===== config.mk =====
export PLATFORM = sky130hd
export DESIGN_NAME = tick_budget_priority_scheduler
export DESIGN_NICKNAME = d
export VERILOG_FILES = /design/src/tbps_pkg.sv /design/src/tbps_ctrl.sv /design/src/tbps_datapath.sv /design/src/tick_budget_priority_scheduler.sv
export SDC_FILE = /design/constraint.sdc
export NUM_CORES = 1
export LEC_CHECK = 0
export BUFFER_PORTS_ARGS = -buffer_cell sky130_fd_sc_hd__buf_2
export CAP_MARGIN = 20
export CORE_ASPECT_RATIO = 0.9
export CORE_MARGIN = 10
export CORE_UTILIZATION = 62
export CTS_CLUSTER_DIAMETER = 200
export CTS_CLUSTER_SIZE = 30
export DETAILED_ROUTE_END_ITERATION = 7
export PLACE_DENSITY = 0.79
export SYNTH_ARGS = -nofsm -noshare
export SYNTH_HDL_FRONTEND = slang
export SYNTH_SLANG_ARGS = --single-unit

===== constraint.sdc =====
create_clock -name clock -period 4.8 [get_ports clock]
set_input_delay 0.24 -clock clock [delete_from_list [all_inputs] [get_ports clock]]
set_output_delay 0.24 -clock clock [all_outputs]
set_load 0.01 [all_outputs]

===== src/tbps_pkg.sv =====
package tbps_pkg;

   localparam int INDEX_W = 3;
   localparam int VALUE_W = 16;

   localparam logic CMD_SCHEDULE = 1'b0;
   localparam logic CMD_LOAD     = 1'b1;

   typedef struct packed {
      logic               command;
      logic [INDEX_W-1:0] entry_index;
      logic [VALUE_W-1:0] priority_value;
      logic [VALUE_W-1:0] budget_value;
      logic [VALUE_W-1:0] sleep_value;
      logic               blocked_value;
   } req_type;

   typedef struct packed {
      logic [INDEX_W-1:0] chosen_index;
      logic               idle;
   } rsp_type;

   // controller to datapath
   typedef struct packed {
      logic load;
      logic clr_min;
      logic init_pass;
      logic init_refill;
      logic issue;
      logic mode_refill;
      logic resp_win;
      logic resp_idle;
   } ctl_type;

   // datapath to controller
   typedef struct packed {
      logic last_issue;
      logic found;
      logic any;
   } sts_type;

endpackage


===== src/tbps_ctrl.sv =====
module tbps_ctrl (
   input  logic              clock,
   input  logic              reset,
   input  logic              start,
   input  logic              command,
   input  tbps_pkg::sts_type sts,
   output tbps_pkg::ctl_type ctl,
   output logic              busy
);

   localparam logic [2:0] S_IDLE       = 3'd0;
   localparam logic [2:0] S_PASS       = 3'd1;
   localparam logic [2:0] S_PASS_END   = 3'd2;
   localparam logic [2:0] S_PASS_DEC   = 3'd3;
   localparam logic [2:0] S_REFILL     = 3'd4;
   localparam logic [2:0] S_REFILL_END = 3'd5;
   localparam logic [2:0] S_REFILL_DEC = 3'd6;

   logic [2:0] state_ff;
   logic [2:0] state_in;

   always_comb begin
      state_in = state_ff;
      ctl      = '0;
      case (state_ff)
         S_IDLE: begin
            if (start) begin
               if (command == tbps_pkg::CMD_LOAD) begin
                  ctl.load = 1'b1;
               end else begin
                  ctl.clr_min   = 1'b1;
                  ctl.init_pass = 1'b1;
                  state_in      = S_PASS;
               end
            end
         end
         S_PASS: begin
            ctl.issue = 1'b1;
            if (sts.last_issue) begin
               state_in = S_PASS_END;
            end
         end
         S_PASS_END: begin
            state_in = S_PASS_DEC;
         end
         S_PASS_DEC: begin
            if (sts.found) begin
               ctl.resp_win = 1'b1;
               state_in     = S_IDLE;
            end else begin
               ctl.init_refill = 1'b1;
               state_in        = S_REFILL;
            end
         end
         S_REFILL: begin
            ctl.issue       = 1'b1;
            ctl.mode_refill = 1'b1;
            if (sts.last_issue) begin
               state_in = S_REFILL_END;
            end
         end
         S_REFILL_END: begin
            state_in = S_REFILL_DEC;
         end
         S_REFILL_DEC: begin
            if (!sts.any) begin
               ctl.resp_idle = 1'b1;
               state_in      = S_IDLE;
            end else begin
               ctl.init_pass = 1'b1;
               state_in      = S_PASS;
            end
         end
         default: begin
            state_in = S_IDLE;
         end
      endcase
   end

   always_ff @(posedge clock) begin
      if (reset) begin
         state_ff <= S_IDLE;
      end else begin
         state_ff <= state_in;
      end
   end

   assign busy = (state_ff != S_IDLE);

endmodule


===== src/tbps_datapath.sv =====
module tbps_datapath #(
   parameter int NUM_ENTRIES = 8,
   parameter int COUNT_WIDTH = 16
) (
   input  logic              clock,
   input  logic              reset,
   input  tbps_pkg::req_type req_item,
   input  tbps_pkg::ctl_type ctl,
   output tbps_pkg::sts_type sts,
   output logic              rsp_strobe,
   output tbps_pkg::rsp_type rsp_item
);

   localparam int IDX_W = (NUM_ENTRIES > 1) ? $clog2(NUM_ENTRIES) : 1;
   localparam int CMP_W = (IDX_W + 1 > tbps_pkg::INDEX_W) ? IDX_W + 1 : tbps_pkg::INDEX_W;

   typedef struct packed {
      logic [COUNT_WIDTH-1:0] prio;
      logic [COUNT_WIDTH-1:0] budget;
      logic [COUNT_WIDTH-1:0] sleep;
      logic                   blocked;
   } entry_type;

   entry_type mem [NUM_ENTRIES];
   logic [NUM_ENTRIES-1:0] valid_ff;

   entry_type              rdata_ff;
   logic                   rvalid_ff;
   logic                   proc_valid_ff;
   logic                   proc_refill_ff;
   logic [IDX_W-1:0]       proc_idx_ff;
   logic [IDX_W-1:0]       cnt_ff;
   logic [IDX_W-1:0]       cnt_in;
   logic [COUNT_WIDTH-1:0] best_ff;
   logic [COUNT_WIDTH-1:0] best_in;
   logic [IDX_W-1:0]       win_ff;
   logic [IDX_W-1:0]       win_in;
   logic [COUNT_WIDTH-1:0] min_ff;
   logic [COUNT_WIDTH-1:0] min_in;
   logic                   any_ff;
   logic                   any_in;
   logic                   rsp_strobe_ff;
   tbps_pkg::rsp_type      rsp_ff;

   logic [CMP_W-1:0]       load_idx;
   logic                   load_ok;
   entry_type              ent;
   entry_type              proc_wdata;
   entry_type              wdata;
   logic                   proc_wr;
   logic                   mem_we;
   logic [IDX_W-1:0]       waddr;
   logic                   sleep_gt;
   logic [COUNT_WIDTH-1:0] sleep_dec;
   logic                   cand;

   assign load_idx = CMP_W'(req_item.entry_index);
   assign load_ok  = ctl.load && (load_idx < CMP_W'(NUM_ENTRIES));

   assign ent       = rvalid_ff ? rdata_ff : '0;
   // sleep minus the collapsed wait, then one more pass of countdown
   assign sleep_gt  = ent.sleep > min_ff;
   assign sleep_dec = ent.sleep - min_ff - COUNT_WIDTH'(1);
   assign cand      = !ent.blocked && (ent.prio != '0);

   always_comb begin
      proc_wdata = ent;
      proc_wr    = 1'b0;
      best_in    = best_ff;
      win_in     = win_ff;
      min_in     = min_ff;
      any_in     = any_ff;
      if (proc_valid_ff) begin
         if (proc_refill_ff) begin
            proc_wr           = 1'b1;
            proc_wdata.budget = ent.prio;
            if (cand && (!any_ff || ent.sleep < min_ff)) begin
               min_in = ent.sleep;
            end
            if (cand) begin
               any_in = 1'b1;
            end
         end else if (!ent.blocked) begin
            proc_wr          = 1'b1;
            proc_wdata.sleep = sleep_gt ? sleep_dec : '0;
            if (!sleep_gt && ent.budget > best_ff) begin
               best_in = ent.budget;
               win_in  = proc_idx_ff;
            end
         end
      end
      if (ctl.clr_min) begin
         min_in = '0;
      end
      if (ctl.init_pass) begin
         best_in = '0;
      end
      if (ctl.init_refill) begin
         any_in = 1'b0;
      end
   end

   always_comb begin
      if (load_ok) begin
         mem_we        = 1'b1;
         waddr         = load_idx[IDX_W-1:0];
         wdata.prio    = COUNT_WIDTH'(req_item.priority_value);
         wdata.budget  = COUNT_WIDTH'(req_item.budget_value);
         wdata.sleep   = COUNT_WIDTH'(req_item.sleep_value);
         wdata.blocked = req_item.blocked_value;
      end else begin
         mem_we = proc_wr;
         waddr  = proc_idx_ff;
         wdata  = proc_wdata;
      end
   end

   // the counter stops on the last entry so it never addresses past the table
   always_comb begin
      cnt_in = cnt_ff;
      if (ctl.init_pass || ctl.init_refill) begin
         cnt_in = '0;
      end else if (ctl.issue && !sts.last_issue) begin
         cnt_in = cnt_ff + IDX_W'(1);
      end
   end

   always_ff @(posedge clock) begin
      if (mem_we) begin
         mem[waddr] <= wdata;
      end
      rdata_ff <= mem[cnt_ff];
   end

   always_ff @(posedge clock) begin
      if (reset) begin
         valid_ff       <= '0;
         rvalid_ff      <= 1'b0;
         proc_valid_ff  <= 1'b0;
         proc_refill_ff <= 1'b0;
         cnt_ff         <= '0;
         best_ff        <= '0;
         min_ff         <= '0;
         any_ff         <= 1'b0;
         rsp_strobe_ff  <= 1'b0;
      end else begin
         if (mem_we) begin
            valid_ff[waddr] <= 1'b1;
         end
         rvalid_ff      <= valid_ff[cnt_ff];
         proc_valid_ff  <= ctl.issue;
         proc_refill_ff <= ctl.mode_refill;
         cnt_ff         <= cnt_in;
         best_ff        <= best_in;
         min_ff         <= min_in;
         any_ff         <= any_in;
         rsp_strobe_ff  <= ctl.resp_win || ctl.resp_idle;
      end
   end

   always_ff @(posedge clock) begin
      proc_idx_ff <= cnt_ff;
      win_ff      <= win_in;
      if (ctl.resp_win) begin
         rsp_ff.chosen_index <= tbps_pkg::INDEX_W'(win_ff);
         rsp_ff.idle         <= 1'b0;
      end else if (ctl.resp_idle) begin
         rsp_ff.chosen_index <= '0;
         rsp_ff.idle         <= 1'b1;
      end
   end

   assign sts.last_issue = (cnt_ff == IDX_W'(NUM_ENTRIES - 1));
   assign sts.found      = (best_ff != '0);
   assign sts.any        = any_ff;
   assign rsp_strobe     = rsp_strobe_ff;
   assign rsp_item       = rsp_ff;

   a_strobe_single: assert property (@(posedge clock) disable iff (reset)
      rsp_strobe_ff |=> !rsp_strobe_ff)
      else $error("result strobe held for more than one cycle");

   a_idle_index_zero: assert property (@(posedge clock) disable iff (reset)
      rsp_strobe_ff && rsp_ff.idle |-> rsp_ff.chosen_index == '0)
      else $error("idle result with nonzero index");

   a_win_has_budget: assert property (@(posedge clock) disable iff (reset)
      ctl.resp_win |-> (best_ff != '0) && !ctl.resp_idle)
      else $error("winner reported without a positive budget");

   a_no_load_in_sweep: assert property (@(posedge clock) disable iff (reset)
      proc_valid_ff |-> !ctl.load)
      else $error("load during a table sweep");

endmodule


===== src/tick_budget_priority_scheduler.sv =====
// Task scheduler over a table of NUM_ENTRIES entries (priority, tick budget,
// sleep countdown, blocked flag) held in one memory with a registered read. A
// load item is written into the table while idle and gives no result. A
// schedule item walks the table one entry per cycle: a pass issues each entry,
// then finishes its last update and decides; if it finds no winner a refill
// sweep follows and, unless the table is idle, a second pass that always wins.
// busy is high from the start of the first pass up to and including the final
// decision state, and stays low for a load item. Each result appears
// on rsp_item for exactly one cycle with rsp_strobe and cannot be held off, so
// it must be captured when strobed; it shows in the cycle busy falls.
module tick_budget_priority_scheduler #(
   parameter int NUM_ENTRIES = 8,
   parameter int COUNT_WIDTH = 16
) (
   input  logic              clock,
   input  logic              reset,
   input  logic              start,
   output logic              busy,
   input  tbps_pkg::req_type req_item,
   output logic              rsp_strobe,
   output tbps_pkg::rsp_type rsp_item
);

   tbps_pkg::ctl_type ctl;
   tbps_pkg::sts_type sts;

   tbps_ctrl u_ctrl (
      .clock   (clock),
      .reset   (reset),
      .start   (start),
      .command (req_item.command),
      .sts     (sts),
      .ctl     (ctl),
      .busy    (busy)
   );

   tbps_datapath #(
      .NUM_ENTRIES (NUM_ENTRIES),
      .COUNT_WIDTH (COUNT_WIDTH)
   ) u_datapath (
      .clock      (clock),
      .reset      (reset),
      .req_item   (req_item),
      .ctl        (ctl),
      .sts        (sts),
      .rsp_strobe (rsp_strobe),
      .rsp_item   (rsp_item)
   );

endmodule

==> flow_summary_export.csv <==
group,metric,value,unit
route,vias,11220,
logic_synthesis,synth-seq-area-share,67.51,%
route,first_pass_iters,5,
clock_network,cts_root_buf,"clkbuf_16",
place,place_ws,1145,ps
logic_synthesis,synth.distinct_cells,69,
critical_path,path_cells,"buf_4 > and2_2 > ha_1 > nand4_1 > nor4_1 > a211oi_1 > a211oi_4 > buf_4 > mux2i_1 > nor2_1",
logic_synthesis,synth_most_common_cell,"edfxtp_1",
sta,finClkSkew,23.97,ps
logic_synthesis,synth_common_cells,"398 x edfxtp_1, 104 x dfxtp_1, 100 x mux4_2",
power,p_int,5.974,mW
critical_path,r2r_start,"u_datapath.rvalid_ff$_SDFF_PP0_",
logic_synthesis,syn_avg_cell_area,16.08,um2
logic_synthesis,syn-cell-area,20790,um2
floorplan,core,33030,um2
critical_path,ff2ff_path_depth,10,
global_route,overflow,0,
power,power_switching,1.707,mW
critical_path,cp_common_cell,"buf_4",
critical_path,crit_family,"simple AND/OR/NAND/NOR gates",
floorplan,io_pins,62,
logic_synthesis,synth_seq_cells,502,
clock_network,cts.sinks,502,
sta,period_needed,3715,ps
clock_network,clk_pin_slew_worst_paths,120,ps
floorplan,row_count,63,
critical_path,worstPathArrival,4130,ps
critical_path,crit_path_top_delay_cell,"dfxtp_2",
run_status,status,"finished, final reports clean",
critical_path,start_kind,"register",
sta,worst_slack,1085,ps
logic_synthesis,syn_nets,1386,
route,drt-met1-wl,18560,um
logic_synthesis,synth_top_area_cell,"edfxtp_1",
critical_path,crit_path_max_fanout,41,
critical_path,r2r-end,"u_datapath.best_ff[15]$_SDFFE_PP0P_",
sta,finalSetupViolCount,0,
power,p_clk_share,26.8,%
sta,fin_crit_sh,77.40,%
clock_network,clk-insertion-delay-late,550,ps
place,place.gp.congestion,0.9090,
final_layout,syn_to_final_growth,6.512,%
clock_network,h-tree-depth,1,
critical_path,crit_type,"reg2reg",
critical_path,crit_cells,10,
sta,rsz0062_at_grt,"false",
logic_synthesis,synthDominantCellAreaShare,57.49,%
logic_synthesis,synth_cells,1293,
final_layout,drive_gt1_share,23.31,%
global_route,grt_pass1_wl,65430,um
critical_path,cp.buffers_inverters,2,
sta,drv_slew,0,
critical_path,cp.required,5220,ps
logic_synthesis,async_flop_share,0,%
clock_network,cts_buffer_depth,3,
sta,tightest_slew,992.0,ps
power,static-leakage-power,7.406,nW
min_path,holdPathStages,2,
global_route,grt_pass1_vias,11040,
power,switching_share,22.22,%
clock_network,ctsResizeCount,0,
global_route,grt_max_degree,63,
route,route.met2.wl,20350,um
sta,maxSlewHeadroom,33.87,%
floorplan,start_util,62.94,%
min_path,min_path_type,"in2reg",
sta,max_freq,269.2,MHz
clock_network,cts_tree,"built",
power,p_total,7.681,mW
sta,holdWs,50.97,ps
critical_path,r2r_setup_slack,1090,ps
route,viasPerCell,6.344,
global_route,track_usage,20.55,%
clock_network,cts_hold_buf,0,
route,top_layer,"met4",
critical_path,cp-end-kind,"register",
route,met3_length,2994,um
route,drt_wl_total,42690,um
sta,hold_viol,0,
place,dp_hpwl,26570,um
global_route,antenna_found_initial,0,
power,seqPwrFrac,64.1,%
min_path,holdCritStartpoint,"reset",
sta,setup-tns-final,0,ps
route,ant_nets,0,
logic_synthesis,yosys_warnings,0,
power,p_comb_share,9.1,%
power,power-per-cell-area,346.9,nW/um2
final_layout,diodes,0,
final_layout,fin_nets,1426,
logic_synthesis,ys_top_cells_by_area,"edfxtp_1 57%, mux4_2 11%, dfxtp_1 10%",
floorplan,die_h,193.7,um
logic_synthesis,synth_ff_type,"edfxtp_1",
run,drv_cap,0,
floorplan,die_area,41260,um2
clock_network,post-cts-setup-buffers,0,
floorplan,die_x,213.0,um
place,portBuffers,61,
clock_network,numCtsBuffers,20,
critical_path,max_stage_delay,770,ps
min_path,min_to,"u_datapath.valid_ff[0]$_SDFFE_PP0N_",
logic_synthesis,synth_edf_count,398,
route,detail_route.iter0.violations,1082,
route,drc_errors,0,
power,peakVddDrop,0.0002203,V
route,routedWlPerCell,24.13,um
## placed cells by master (no fill, tap or decap), drive strengths merged, types with 9 or more instances in the layout
cell    count
a21oi      59
a221oi     10
a22o       16
and2       28
buf        87
clkbuf     35
dfxtp     104
edfxtp    398
ha         36
inv        48
mux2       49
mux2i      35
mux4      100
nand2      89
nand3      40
nand4       9
nor2      100
nor4        9
o21ai      11
xor2        9
## cell type report
type	count	area, um2
timing repair buffer	87	513.0
sequential	502	14040
clock buffer	35	578.1
fill	2164	10890
clock inverter	1	8.758
inverter	47	176.4
tap	422	528.0
multi-input combinational	675	6295
## metrics by stage
| stage | utilization [%] | cells | area (um2) |
|---|---|---|---|
| 2_1_floorplan | - | 1293 | 20790 |
| 3_3_place_gp | 65.27 | 1733 | 21560 |
| 3_5_place_dp | 65.27 | 1733 | 21560 |
| 4_1_cts | 67.04 | 1769 | 22140 |
| 5_1_grt | 67.04 | 1769 | 22140 |
| 6_report | 67.04 | 1769 | 22140 |
## per-layer routing
layer / global-route usage [%] / up-vias
met4: 4.105 / 0
met5: 0 / -
met1: 30.17 / 5745
met2: 32.46 / 414
met3: 2.796 / 51
li1: - / 5013
## worst max-delay path by stage
stage / from / end / slack, ps
CTS: u_datapath.rvalid_ff$_SDFF_PP0_ / u_datapath.best_ff[15]$_SDFFE_PP0P_ / 1110
floorplan: u_ctrl.state_ff[0]$_SDFFE_PP0P_ / u_datapath.mem[7][0]$_DFFE_PP_ / 630
global route: u_datapath.rvalid_ff$_SDFF_PP0_ / u_datapath.best_ff[13]$_SDFFE_PP0P_ / 780
detailed placement: u_datapath.rvalid_ff$_SDFF_PP0_ / u_datapath.best_ff[15]$_SDFFE_PP0P_ / 1150
finish: u_datapath.rvalid_ff$_SDFF_PP0_ / u_datapath.best_ff[15]$_SDFFE_PP0P_ / 1090
global placement: u_datapath.rvalid_ff$_SDFF_PP0_ / u_datapath.best_ff[14]$_SDFFE_PP0P_ / 1190
## worst register-to-register path: cells and delay by family (launching register included)
kind,cells,cell delay (ps)
simple gates,4,900
buf+inv,2,840
flops,1,770
compound gates,2,720
mux,1,210
fa+ha+maj,1,170
## power groups by stage
stage / registers [mW] / logic, mW / clock network (mW)
2_1_floorplan: 4.96 / 0.535 / 0
3_3_place_gp: 5.02 / 0.676 / 0
3_5_place_dp: 5.02 / 0.694 / 0
4_1_cts: 4.92 / 0.700 / 2.09
5_1_grt: 4.93 / 0.762 / 2.25
6_report: 4.92 / 0.700 / 2.06
## cell families (layout without fill, tap and decap cells)
kind of cell / Yosys count / count (layout) / synth area share [%]
AOI/OAI and AO/OA: 133 / 133 / 4.797
and+or+nand+nor: 306 / 306 / 7.030
adders and majority gates: 37 / 37 / 2.263
DFF: 502 / 502 / 67.51
muxes: 184 / 184 / 15.17
xor gates and xnor gates: 15 / 15 / 0.6320
buffers and inverters: 116 / 170 / 2.600
## sequential cells by signal (all words and copies together), names as in the netlist, 3 cells and up
register,cells
u_datapath.proc_idx_ff,3
u_datapath.rdata_ff,49
u_datapath.min_ff,16
u_datapath.best_ff,16
u_datapath.win_ff,3
u_datapath.mem,392
u_datapath.rsp_item,4
u_datapath.valid_ff,8
u_datapath.cnt_ff,3
u_ctrl.state_ff,3
(Power assumes the default switching activity.)
